### config.mk
export PLATFORM = sky130hd
export DESIGN_NAME = ascii_motion_command_frame_decoder
export DESIGN_NICKNAME = d
export VERILOG_FILES = /design/src/hw/rtl/amcfd_pkg.sv /design/src/hw/rtl/ascii_motion_command_frame_decoder.sv
export SDC_FILE = /design/constraint.sdc
export NUM_CORES = 1
export LEC_CHECK = 0
export ABC_AREA = 1
export BUFFER_PORTS_ARGS = -buffer_cell sky130_fd_sc_hd__clkbuf_2
export CORE_ASPECT_RATIO = 0.75
export CORE_MARGIN = 3
export CORE_UTILIZATION = 35
export DETAILED_ROUTE_END_ITERATION = 7
export HOLD_SLACK_MARGIN = 0.02
export PLACE_DENSITY_LB_ADDON = 0.2
export SYNTH_ARGS = -nofsm -noshare
export SYNTH_HDL_FRONTEND = slang
export SYNTH_SLANG_ARGS = --single-unit
### constraint.sdc
create_clock -name clk -period 18.1 [get_ports clk]
set_input_delay 1.81 -clock clk [delete_from_list [all_inputs] [get_ports clk]]
set_output_delay 1.81 -clock clk [all_outputs]
set_load 0.02 [all_outputs]
### src/hw/rtl/amcfd_pkg.sv
`timescale 1ns / 1ps
`default_nettype none

package amcfd_pkg;

	// buffer depth default
	localparam int FRAME_BYTES_DEF = 12;

	// framing and field bytes
	localparam logic [7:0] BYTE_OPEN  = 8'h7B;
	localparam logic [7:0] BYTE_CLOSE = 8'h7D;
	localparam logic [7:0] BYTE_QUERY = 8'h3F;
	localparam logic [7:0] BYTE_PLUS  = 8'h2B;
	localparam logic [7:0] BYTE_ZERO  = 8'h30;
	localparam logic [7:0] GEST_1     = 8'h31;
	localparam logic [7:0] GEST_2     = 8'h32;
	localparam logic [7:0] GEST_3     = 8'h33;
	localparam logic [7:0] GEST_4     = 8'h34;

	// buffer positions
	localparam int POS_SEL_A = 1;
	localparam int POS_SEL_B = 2;
	localparam int POS_GEST  = 3;
	localparam int POS_SPEED = 3;
	localparam int POS_ANGLE = 7;

	// direction and way codes
	localparam logic [3:0] DIR_STOP   = 4'd1;
	localparam logic [3:0] DIR_GEST_1 = 4'd10;
	localparam logic [3:0] DIR_GEST_2 = 4'd11;
	localparam logic [3:0] DIR_GEST_3 = 4'd12;
	localparam logic [3:0] DIR_GEST_4 = 4'd13;
	localparam logic [2:0] WAY_NONE   = 3'd0;
	localparam logic [2:0] WAY_FWD    = 3'd5;
	localparam logic [2:0] WAY_TURN   = 3'd6;

	localparam logic       KIND_MOTION  = 1'b0;
	localparam logic       KIND_GESTURE = 1'b1;

	// angle clamp, hundredths
	localparam logic signed [18:0] ANGLE_MAX = 19'sd9000;

	// angle * 157 / 180: first /4 by shift, then /45 by reciprocal
	localparam logic [7:0]  ANGLE_MUL   = 8'd157;
	localparam logic [21:0] RECIP_45    = 22'd2982617;
	localparam int          RECIP_SHIFT = 27;

	// digit value: byte - '0', signed, -48..207
	function automatic logic signed [8:0] digit_val(input logic [7:0] b);
		return $signed({1'b0, b}) - 9'sd48;
	endfunction

endpackage

`default_nettype wire

### src/hw/rtl/ascii_motion_command_frame_decoder.sv
`timescale 1ns / 1ps
`default_nettype none

// Channel | Handshake         | Payload
// --------+-------------------+--------------------------------------------
// in      | in_valid/in_stall | rx_byte
// out     | out_valid/out_stall | frame_kind, direction, way_valid, way,
//         |                   | velocity_centi, angle_scaled
//
// One byte per cycle is accepted while in_stall is low. A closing byte's
// result passes through four registers: input register, frame decode,
// angle multiply, reciprocal divide by 45. The s4 divide multiplier sets
// the clock path.
// Reset (arst_n low) clears the frame buffer, write index, collect flag and
// all stage valids. A stalled output holds s4; the stages behind it keep
// filling their bubbles, and bytes that close no frame still pass s1.

module ascii_motion_command_frame_decoder #(
	parameter int FRAME_BYTES = amcfd_pkg::FRAME_BYTES_DEF
) (
	input  wire logic               clk,
	input  wire logic               arst_n,
	input  wire logic               in_valid,
	output logic                    in_stall,
	input  wire logic        [7:0]  rx_byte,
	output logic                    out_valid,
	input  wire logic               out_stall,
	output logic                    frame_kind,
	output logic             [3:0]  direction,
	output logic                    way_valid,
	output logic             [2:0]  way,
	output logic signed      [16:0] velocity_centi,
	output logic signed      [16:0] angle_scaled
);
	import amcfd_pkg::*;

	localparam int IDX_W  = $clog2(FRAME_BYTES + 1);
	localparam int ADDR_W = $clog2(FRAME_BYTES);

	// ---------------- stage enables ----------------
	logic v1_s1, v2_s2, v3_s3, v4_s4;
	logic en1, en2, en3, en4, adv1;

	logic [7:0] byte_s1;
	logic       open_b, close_b;

	assign open_b  = (byte_s1 == BYTE_OPEN);
	assign close_b = (byte_s1 == BYTE_CLOSE);

	assign en4  = !v4_s4 || !out_stall;
	assign en3  = !v3_s3 || en4;
	assign en2  = !v2_s2 || en3;
	// bytes that close no frame leave s1 without needing room in s2
	assign adv1 = !close_b || en2;
	assign en1  = !v1_s1 || adv1;

	assign in_stall = !en1;

	// ---------------- s1: input register ----------------
	always_ff @(posedge clk or negedge arst_n) begin
		if (!arst_n) begin
			v1_s1 <= 1'b0;
		end else if (en1) begin
			v1_s1 <= in_valid;
		end
	end

	always_ff @(posedge clk) begin
		if (en1) begin
			byte_s1 <= rx_byte;
		end
	end

	// ---------------- frame state ----------------
	logic [7:0]       buf_q [FRAME_BYTES];
	logic [IDX_W-1:0] wr_idx_q;
	logic             collecting_q;
	logic             coll_next, step, store, clear;

	assign coll_next = close_b ? 1'b0 : (open_b ? 1'b1 : collecting_q);
	assign step      = v1_s1 && adv1;
	assign store     = step && coll_next && (wr_idx_q < IDX_W'(FRAME_BYTES));
	assign clear     = step && close_b;

	always_ff @(posedge clk or negedge arst_n) begin
		if (!arst_n) begin
			for (int i = 0; i < FRAME_BYTES; i++) begin
				buf_q[i] <= 8'd0;
			end
			wr_idx_q     <= '0;
			collecting_q <= 1'b0;
		end else if (clear) begin
			for (int i = 0; i < FRAME_BYTES; i++) begin
				buf_q[i] <= 8'd0;
			end
			wr_idx_q     <= '0;
			collecting_q <= 1'b0;
		end else if (step) begin
			collecting_q <= coll_next;
			if (store) begin
				for (int i = 0; i < FRAME_BYTES; i++) begin
					if (wr_idx_q[ADDR_W-1:0] == ADDR_W'(i)) begin
						buf_q[i] <= byte_s1;
					end
				end
				wr_idx_q <= wr_idx_q + IDX_W'(1);
			end
		end
	end

	// ---------------- frame decode (s1 -> s2) ----------------
	logic                gesture;
	logic         [7:0]  sel_a, sel_b;
	logic         [3:0]  dir_c;
	logic                wv_c;
	logic         [2:0]  way_c;
	logic signed  [18:0] speed_c, angle_c;
	logic signed  [16:0] angle_cl;

	assign gesture = (buf_q[POS_SEL_A] == BYTE_QUERY) && (buf_q[POS_SEL_B] == BYTE_PLUS);
	assign sel_a   = buf_q[POS_SEL_A] - BYTE_ZERO;
	assign sel_b   = buf_q[POS_SEL_B] - BYTE_ZERO;

	assign speed_c = 19'(digit_val(buf_q[POS_SPEED]))     * 19'sd1000
	               + 19'(digit_val(buf_q[POS_SPEED + 1])) * 19'sd100
	               + 19'(digit_val(buf_q[POS_SPEED + 2])) * 19'sd10
	               + 19'(digit_val(buf_q[POS_SPEED + 3]));
	assign angle_c = 19'(digit_val(buf_q[POS_ANGLE]))     * 19'sd1000
	               + 19'(digit_val(buf_q[POS_ANGLE + 1])) * 19'sd100
	               + 19'(digit_val(buf_q[POS_ANGLE + 2])) * 19'sd10
	               + 19'(digit_val(buf_q[POS_ANGLE + 3]));
	// clamp high side only; negative angles pass
	assign angle_cl = (angle_c >= ANGLE_MAX) ? 17'(ANGLE_MAX) : angle_c[16:0];

	always_comb begin
		dir_c = DIR_STOP;
		wv_c  = 1'b0;
		way_c = WAY_NONE;
		if (gesture) begin
			case (buf_q[POS_GEST])
				GEST_1: begin
					dir_c = DIR_GEST_1;
					wv_c  = 1'b1;
					way_c = WAY_FWD;
				end
				GEST_2: begin
					dir_c = DIR_GEST_2;
					wv_c  = 1'b1;
					way_c = WAY_TURN;
				end
				GEST_3: begin
					dir_c = DIR_GEST_3;
					wv_c  = 1'b1;
					way_c = WAY_TURN;
				end
				GEST_4: begin
					dir_c = DIR_GEST_4;
					wv_c  = 1'b1;
					way_c = WAY_TURN;
				end
				default: begin
					dir_c = DIR_STOP;
				end
			endcase
		end else if (sel_a < 8'd3 && sel_b < 8'd3) begin
			// 3x3 table: 1 + 3*row + col
			dir_c = 4'd1 + 4'(sel_a[1:0]) * 4'd3 + 4'(sel_b[1:0]);
		end
	end

	logic                kind_s2, wv_s2;
	logic         [3:0]  dir_s2;
	logic         [2:0]  way_s2;
	logic signed  [18:0] speed_s2;
	logic signed  [16:0] angle_s2;

	always_ff @(posedge clk or negedge arst_n) begin
		if (!arst_n) begin
			v2_s2 <= 1'b0;
		end else if (en2) begin
			v2_s2 <= v1_s1 && close_b;
		end
	end

	always_ff @(posedge clk) begin
		if (en2) begin
			kind_s2  <= gesture ? KIND_GESTURE : KIND_MOTION;
			dir_s2   <= dir_c;
			wv_s2    <= wv_c;
			way_s2   <= way_c;
			speed_s2 <= gesture ? 19'sd0 : speed_c;
			angle_s2 <= gesture ? 17'sd0 : angle_cl;
		end
	end

	// ---------------- s3: velocity, angle * 157 ----------------
	logic signed  [18:0] speed_rnd;
	logic         [16:0] angle_neg;
	logic         [15:0] angle_abs;

	// truncate toward zero
	assign speed_rnd = speed_s2 + (speed_s2[18] ? 19'sd3 : 19'sd0);
	assign angle_neg = -angle_s2;
	assign angle_abs = angle_s2[16] ? angle_neg[15:0] : angle_s2[15:0];

	logic                kind_s3, wv_s3, neg_s3;
	logic         [3:0]  dir_s3;
	logic         [2:0]  way_s3;
	logic signed  [16:0] vel_s3;
	logic         [23:0] prod_s3;

	always_ff @(posedge clk or negedge arst_n) begin
		if (!arst_n) begin
			v3_s3 <= 1'b0;
		end else if (en3) begin
			v3_s3 <= v2_s2;
		end
	end

	always_ff @(posedge clk) begin
		if (en3) begin
			kind_s3 <= kind_s2;
			dir_s3  <= dir_s2;
			wv_s3   <= wv_s2;
			way_s3  <= way_s2;
			vel_s3  <= speed_rnd[18:2];
			neg_s3  <= angle_s2[16];
			prod_s3 <= 24'(angle_abs) * 24'(ANGLE_MUL);
		end
	end

	// ---------------- s4: / 180 as >>2 then reciprocal of 45 ----------------
	logic [43:0] recip_prod;
	logic [16:0] quot, quot_neg;

	assign recip_prod = 44'(prod_s3[23:2]) * 44'(RECIP_45);
	assign quot       = recip_prod[RECIP_SHIFT +: 17];
	assign quot_neg   = -quot;

	always_ff @(posedge clk or negedge arst_n) begin
		if (!arst_n) begin
			v4_s4 <= 1'b0;
		end else if (en4) begin
			v4_s4 <= v3_s3;
		end
	end

	always_ff @(posedge clk) begin
		if (en4) begin
			frame_kind     <= kind_s3;
			direction      <= dir_s3;
			way_valid      <= wv_s3;
			way            <= way_s3;
			velocity_centi <= vel_s3;
			angle_scaled   <= neg_s3 ? $signed(quot_neg) : $signed(quot);
		end
	end

	assign out_valid = v4_s4;

endmodule

`default_nettype wire

==> run metrics <==
final worst-path cycle share 44.6%; share of cells above drive strength 1 5.09%; DR WL/cell between 10 and 15 um; Post-CTS Resized 0; GRT Total Usage 15.8%; 1st-iter DRT viols 936; Most Crowded Layer GR met1; Vias per Instance approximately 4.6; min Tclk post-route around 8100 ps; Initial Utilization 35.8%; post-synthesis async set-or-reset flop share 38.0%; Clock Pin Slew Worst Setup and Hold Paths ~60 ps; routability cong. about 0.88; status finished clean; Finish-stage setup viols 0; Post-synth top flop edfxtp_1; die area approximately 89000 um2; I/O pin cnt between 50 and 60; HPWL Detailed ~58000 um; Post-Syn Instances about 3.3k; DR DRC count 0; vias in the first global route 21.1k; number of buffers created by CTS 27; crit start category flop; top cells by area, synth fa_1, ha_1, edfxtp_1; RSZ-0062 raised after global routing no; Fmax about 120 MHz; Post-CTS Repair Setup Buffers 0; Worst Hold Class flop to flop; max incr delay on CP 640 ps; Mapped Nets 4140; pin count of the biggest net entering global routing 70; Final ANT Viol Nets 0; Mapped Area ~30000 um2; Root Driver clkbuf_16; initial antenna violation count 0; skew final 14.7 ps; first-pass GRT wire length around 110000 um; synth cell count leaders inv_1, nand2_1, ha_1; die height around 260 um; clk_lat worst skew ~570 ps; WS Path Type flop to flop; Slew Viols, Final 0; Seq/Total Area, Yosys around 22%; worst rel slew slack roughly 30%; CTS max path bufs 3; Yosys reg bits between 200 and 250; TritonCTS Sinks around 230; Nets between 4k and 5k; met3 Use GR under 10%; fillcell total roughly 8.5k; Max Cap Viol 0; Worst Path Buf+Inv 5; syn_area_per_cell 9.01 um2; Synth-to-Final Area Change 8.44%; Post-CTS Hold Buffers 0; DR vias 20.6k; Most Frequent Cell on Critical Path fa_1; setup TNS 0 ps; Setup crit end kind flop; required time of the critical path 18400 ps; Die Width between 300 and 400 um; CP arrival 8380 ps; Buffers on Ports 56; Synth top area share ~23%; FP Rows 91; H-tree depth 1; CP max-delay cell nor3_1; met1 Use GR between 20% and 30%; Post-synth EDFFs between 100 and 150; Synth Warn # 0; Worst Path Max Fanout 12; library cells used by synthesis 55; n_diodes 0; Largest delay share family, worst path adder cells; Core Region 83200 um2; drt first pass iters 5; top-count cell post-synth inv_1; CTS tree built; M2 GR Usage a little under a quarter; final wirelength between 60000 and 70000 um; gr ovfl total 0; Yosys top cell by area fa_1; worst slew pin tran roughly 1100 ps; Fin. Hold Viols 0
cell usage in the layout (no fill, tap or decap), types with 3 or more instances in the layout:
master / n
a21boi_0: 4
a21o_1: 8
a21oi_1: 138
a31oi_1: 13
a31oi_4: 5
and2_1: 4
and3_1: 3
buf_4: 7
clkbuf_1: 4
clkbuf_16: 27
clkbuf_2: 55
clkbuf_8: 4
clkinv_2: 3
clkinvlp_4: 3
dfrtp_1: 89
edfxtp_1: 145
fa_1: 336
ha_1: 484
inv_1: 777
inv_2: 9
inv_6: 3
nand2_1: 555
nand2_2: 10
nand3_1: 104
nand3b_1: 10
nand4_1: 24
nor2_1: 172
nor2_2: 15
nor2_4: 3
nor3_1: 29
nor3_2: 3
nor4_1: 3
o21a_1: 8
o21ai_0: 110
o21ai_1: 37
o21bai_1: 17
o31ai_1: 3
or2_2: 7
xnor2_1: 53
xor2_1: 93
stage by stage:
step	hold slack, ps	std cells	instance area, um2	utilization (%)	setup slack (ps)
6_report	411	4518	32300	38.8	10020
5_1_grt	418	4518	32300	38.8	9290
4_1_cts	411	4518	32300	38.8	9940
3_5_place_dp	405	4469	31400	37.7	9950
3_3_place_gp	401	4469	31400	37.7	10040
2_1_floorplan	400	3308	29800	-	10790
layer usage:
layer	part of all wire [%]	vias to the layer above	wire length (um)
met4	1.3	0	886
met1	54	9745	36400
met2	41	259	27500
li1	-	10600	-
met3	4.2	46	2820
met5	0	-	0
worst register-to-register path, delay by kind of cell (launching register included):
family                   cells  cell delay, ps
XOR/XNOR                     2             390
buffers and inverters        5             450
flip-flops                   1             450
AND/OR/NAND/NOR              9            1640
adder cells (fa/ha/maj)      9            3990
AO/OA/AOI/OAI                5             880
worst paths after layout:
path,from,end,slack (ps),cells after the start
worst max-delay path,buf_q[36],angle_s2[16],10020,30
min in group asynchronous,arst_n,buf_q[70],1120,1
worst min-delay path,vel_s3[8],velocity_centi[8],410,0
max in group asynchronous,arst_n,buf_q[16],15780,2
worst max register to register,buf_q[36],angle_s2[16],10020,30
worst min register to register,vel_s3[8],velocity_centi[8],410,0
cell families after synthesis:
| group | after synthesis | synth area share, % |
|---|---|---|
| AO/OA/AOI/OAI | 353 | 6.87 |
| XOR/XNOR | 147 | 4.35 |
| flip-flops | 234 | 22.1 |
| other | 1 | 0.0126 |
| AND/OR/NAND/NOR | 948 | 13.5 |
| buffers and inverters | 805 | 10.3 |
| adder cells (fa/ha/maj) | 820 | 42.9 |
state kept, by name, summed over array words and instances (netlist names), 3 cells and up:
register        cells
velocity_centi     17
way_s3              3
wr_idx_q            4
vel_s3             17
prod_s3            22
speed_s2           19
byte_s1             8
way                 3
direction           4
way_s2              3
buf_q              80
angle_s2           17
dir_s2              4
angle_scaled       17
dir_s3              4
final cells by class:
cell class	count	area, um2	share of cell area, %
Multi-Input combinational cell	2269	20100	62.3
Inverter	788	2960	9.16
Sequential cell	234	6580	20.4
Clock inverter	14	154	0.476
Clock buffer	35	746	2.31
Timing Repair Buffer	62	328	1.01
Tap cell	1116	1400	4.32
Power is not shown: default switching activity piles up to over one toggle a cycle in this logic, so the estimate is an artifact.
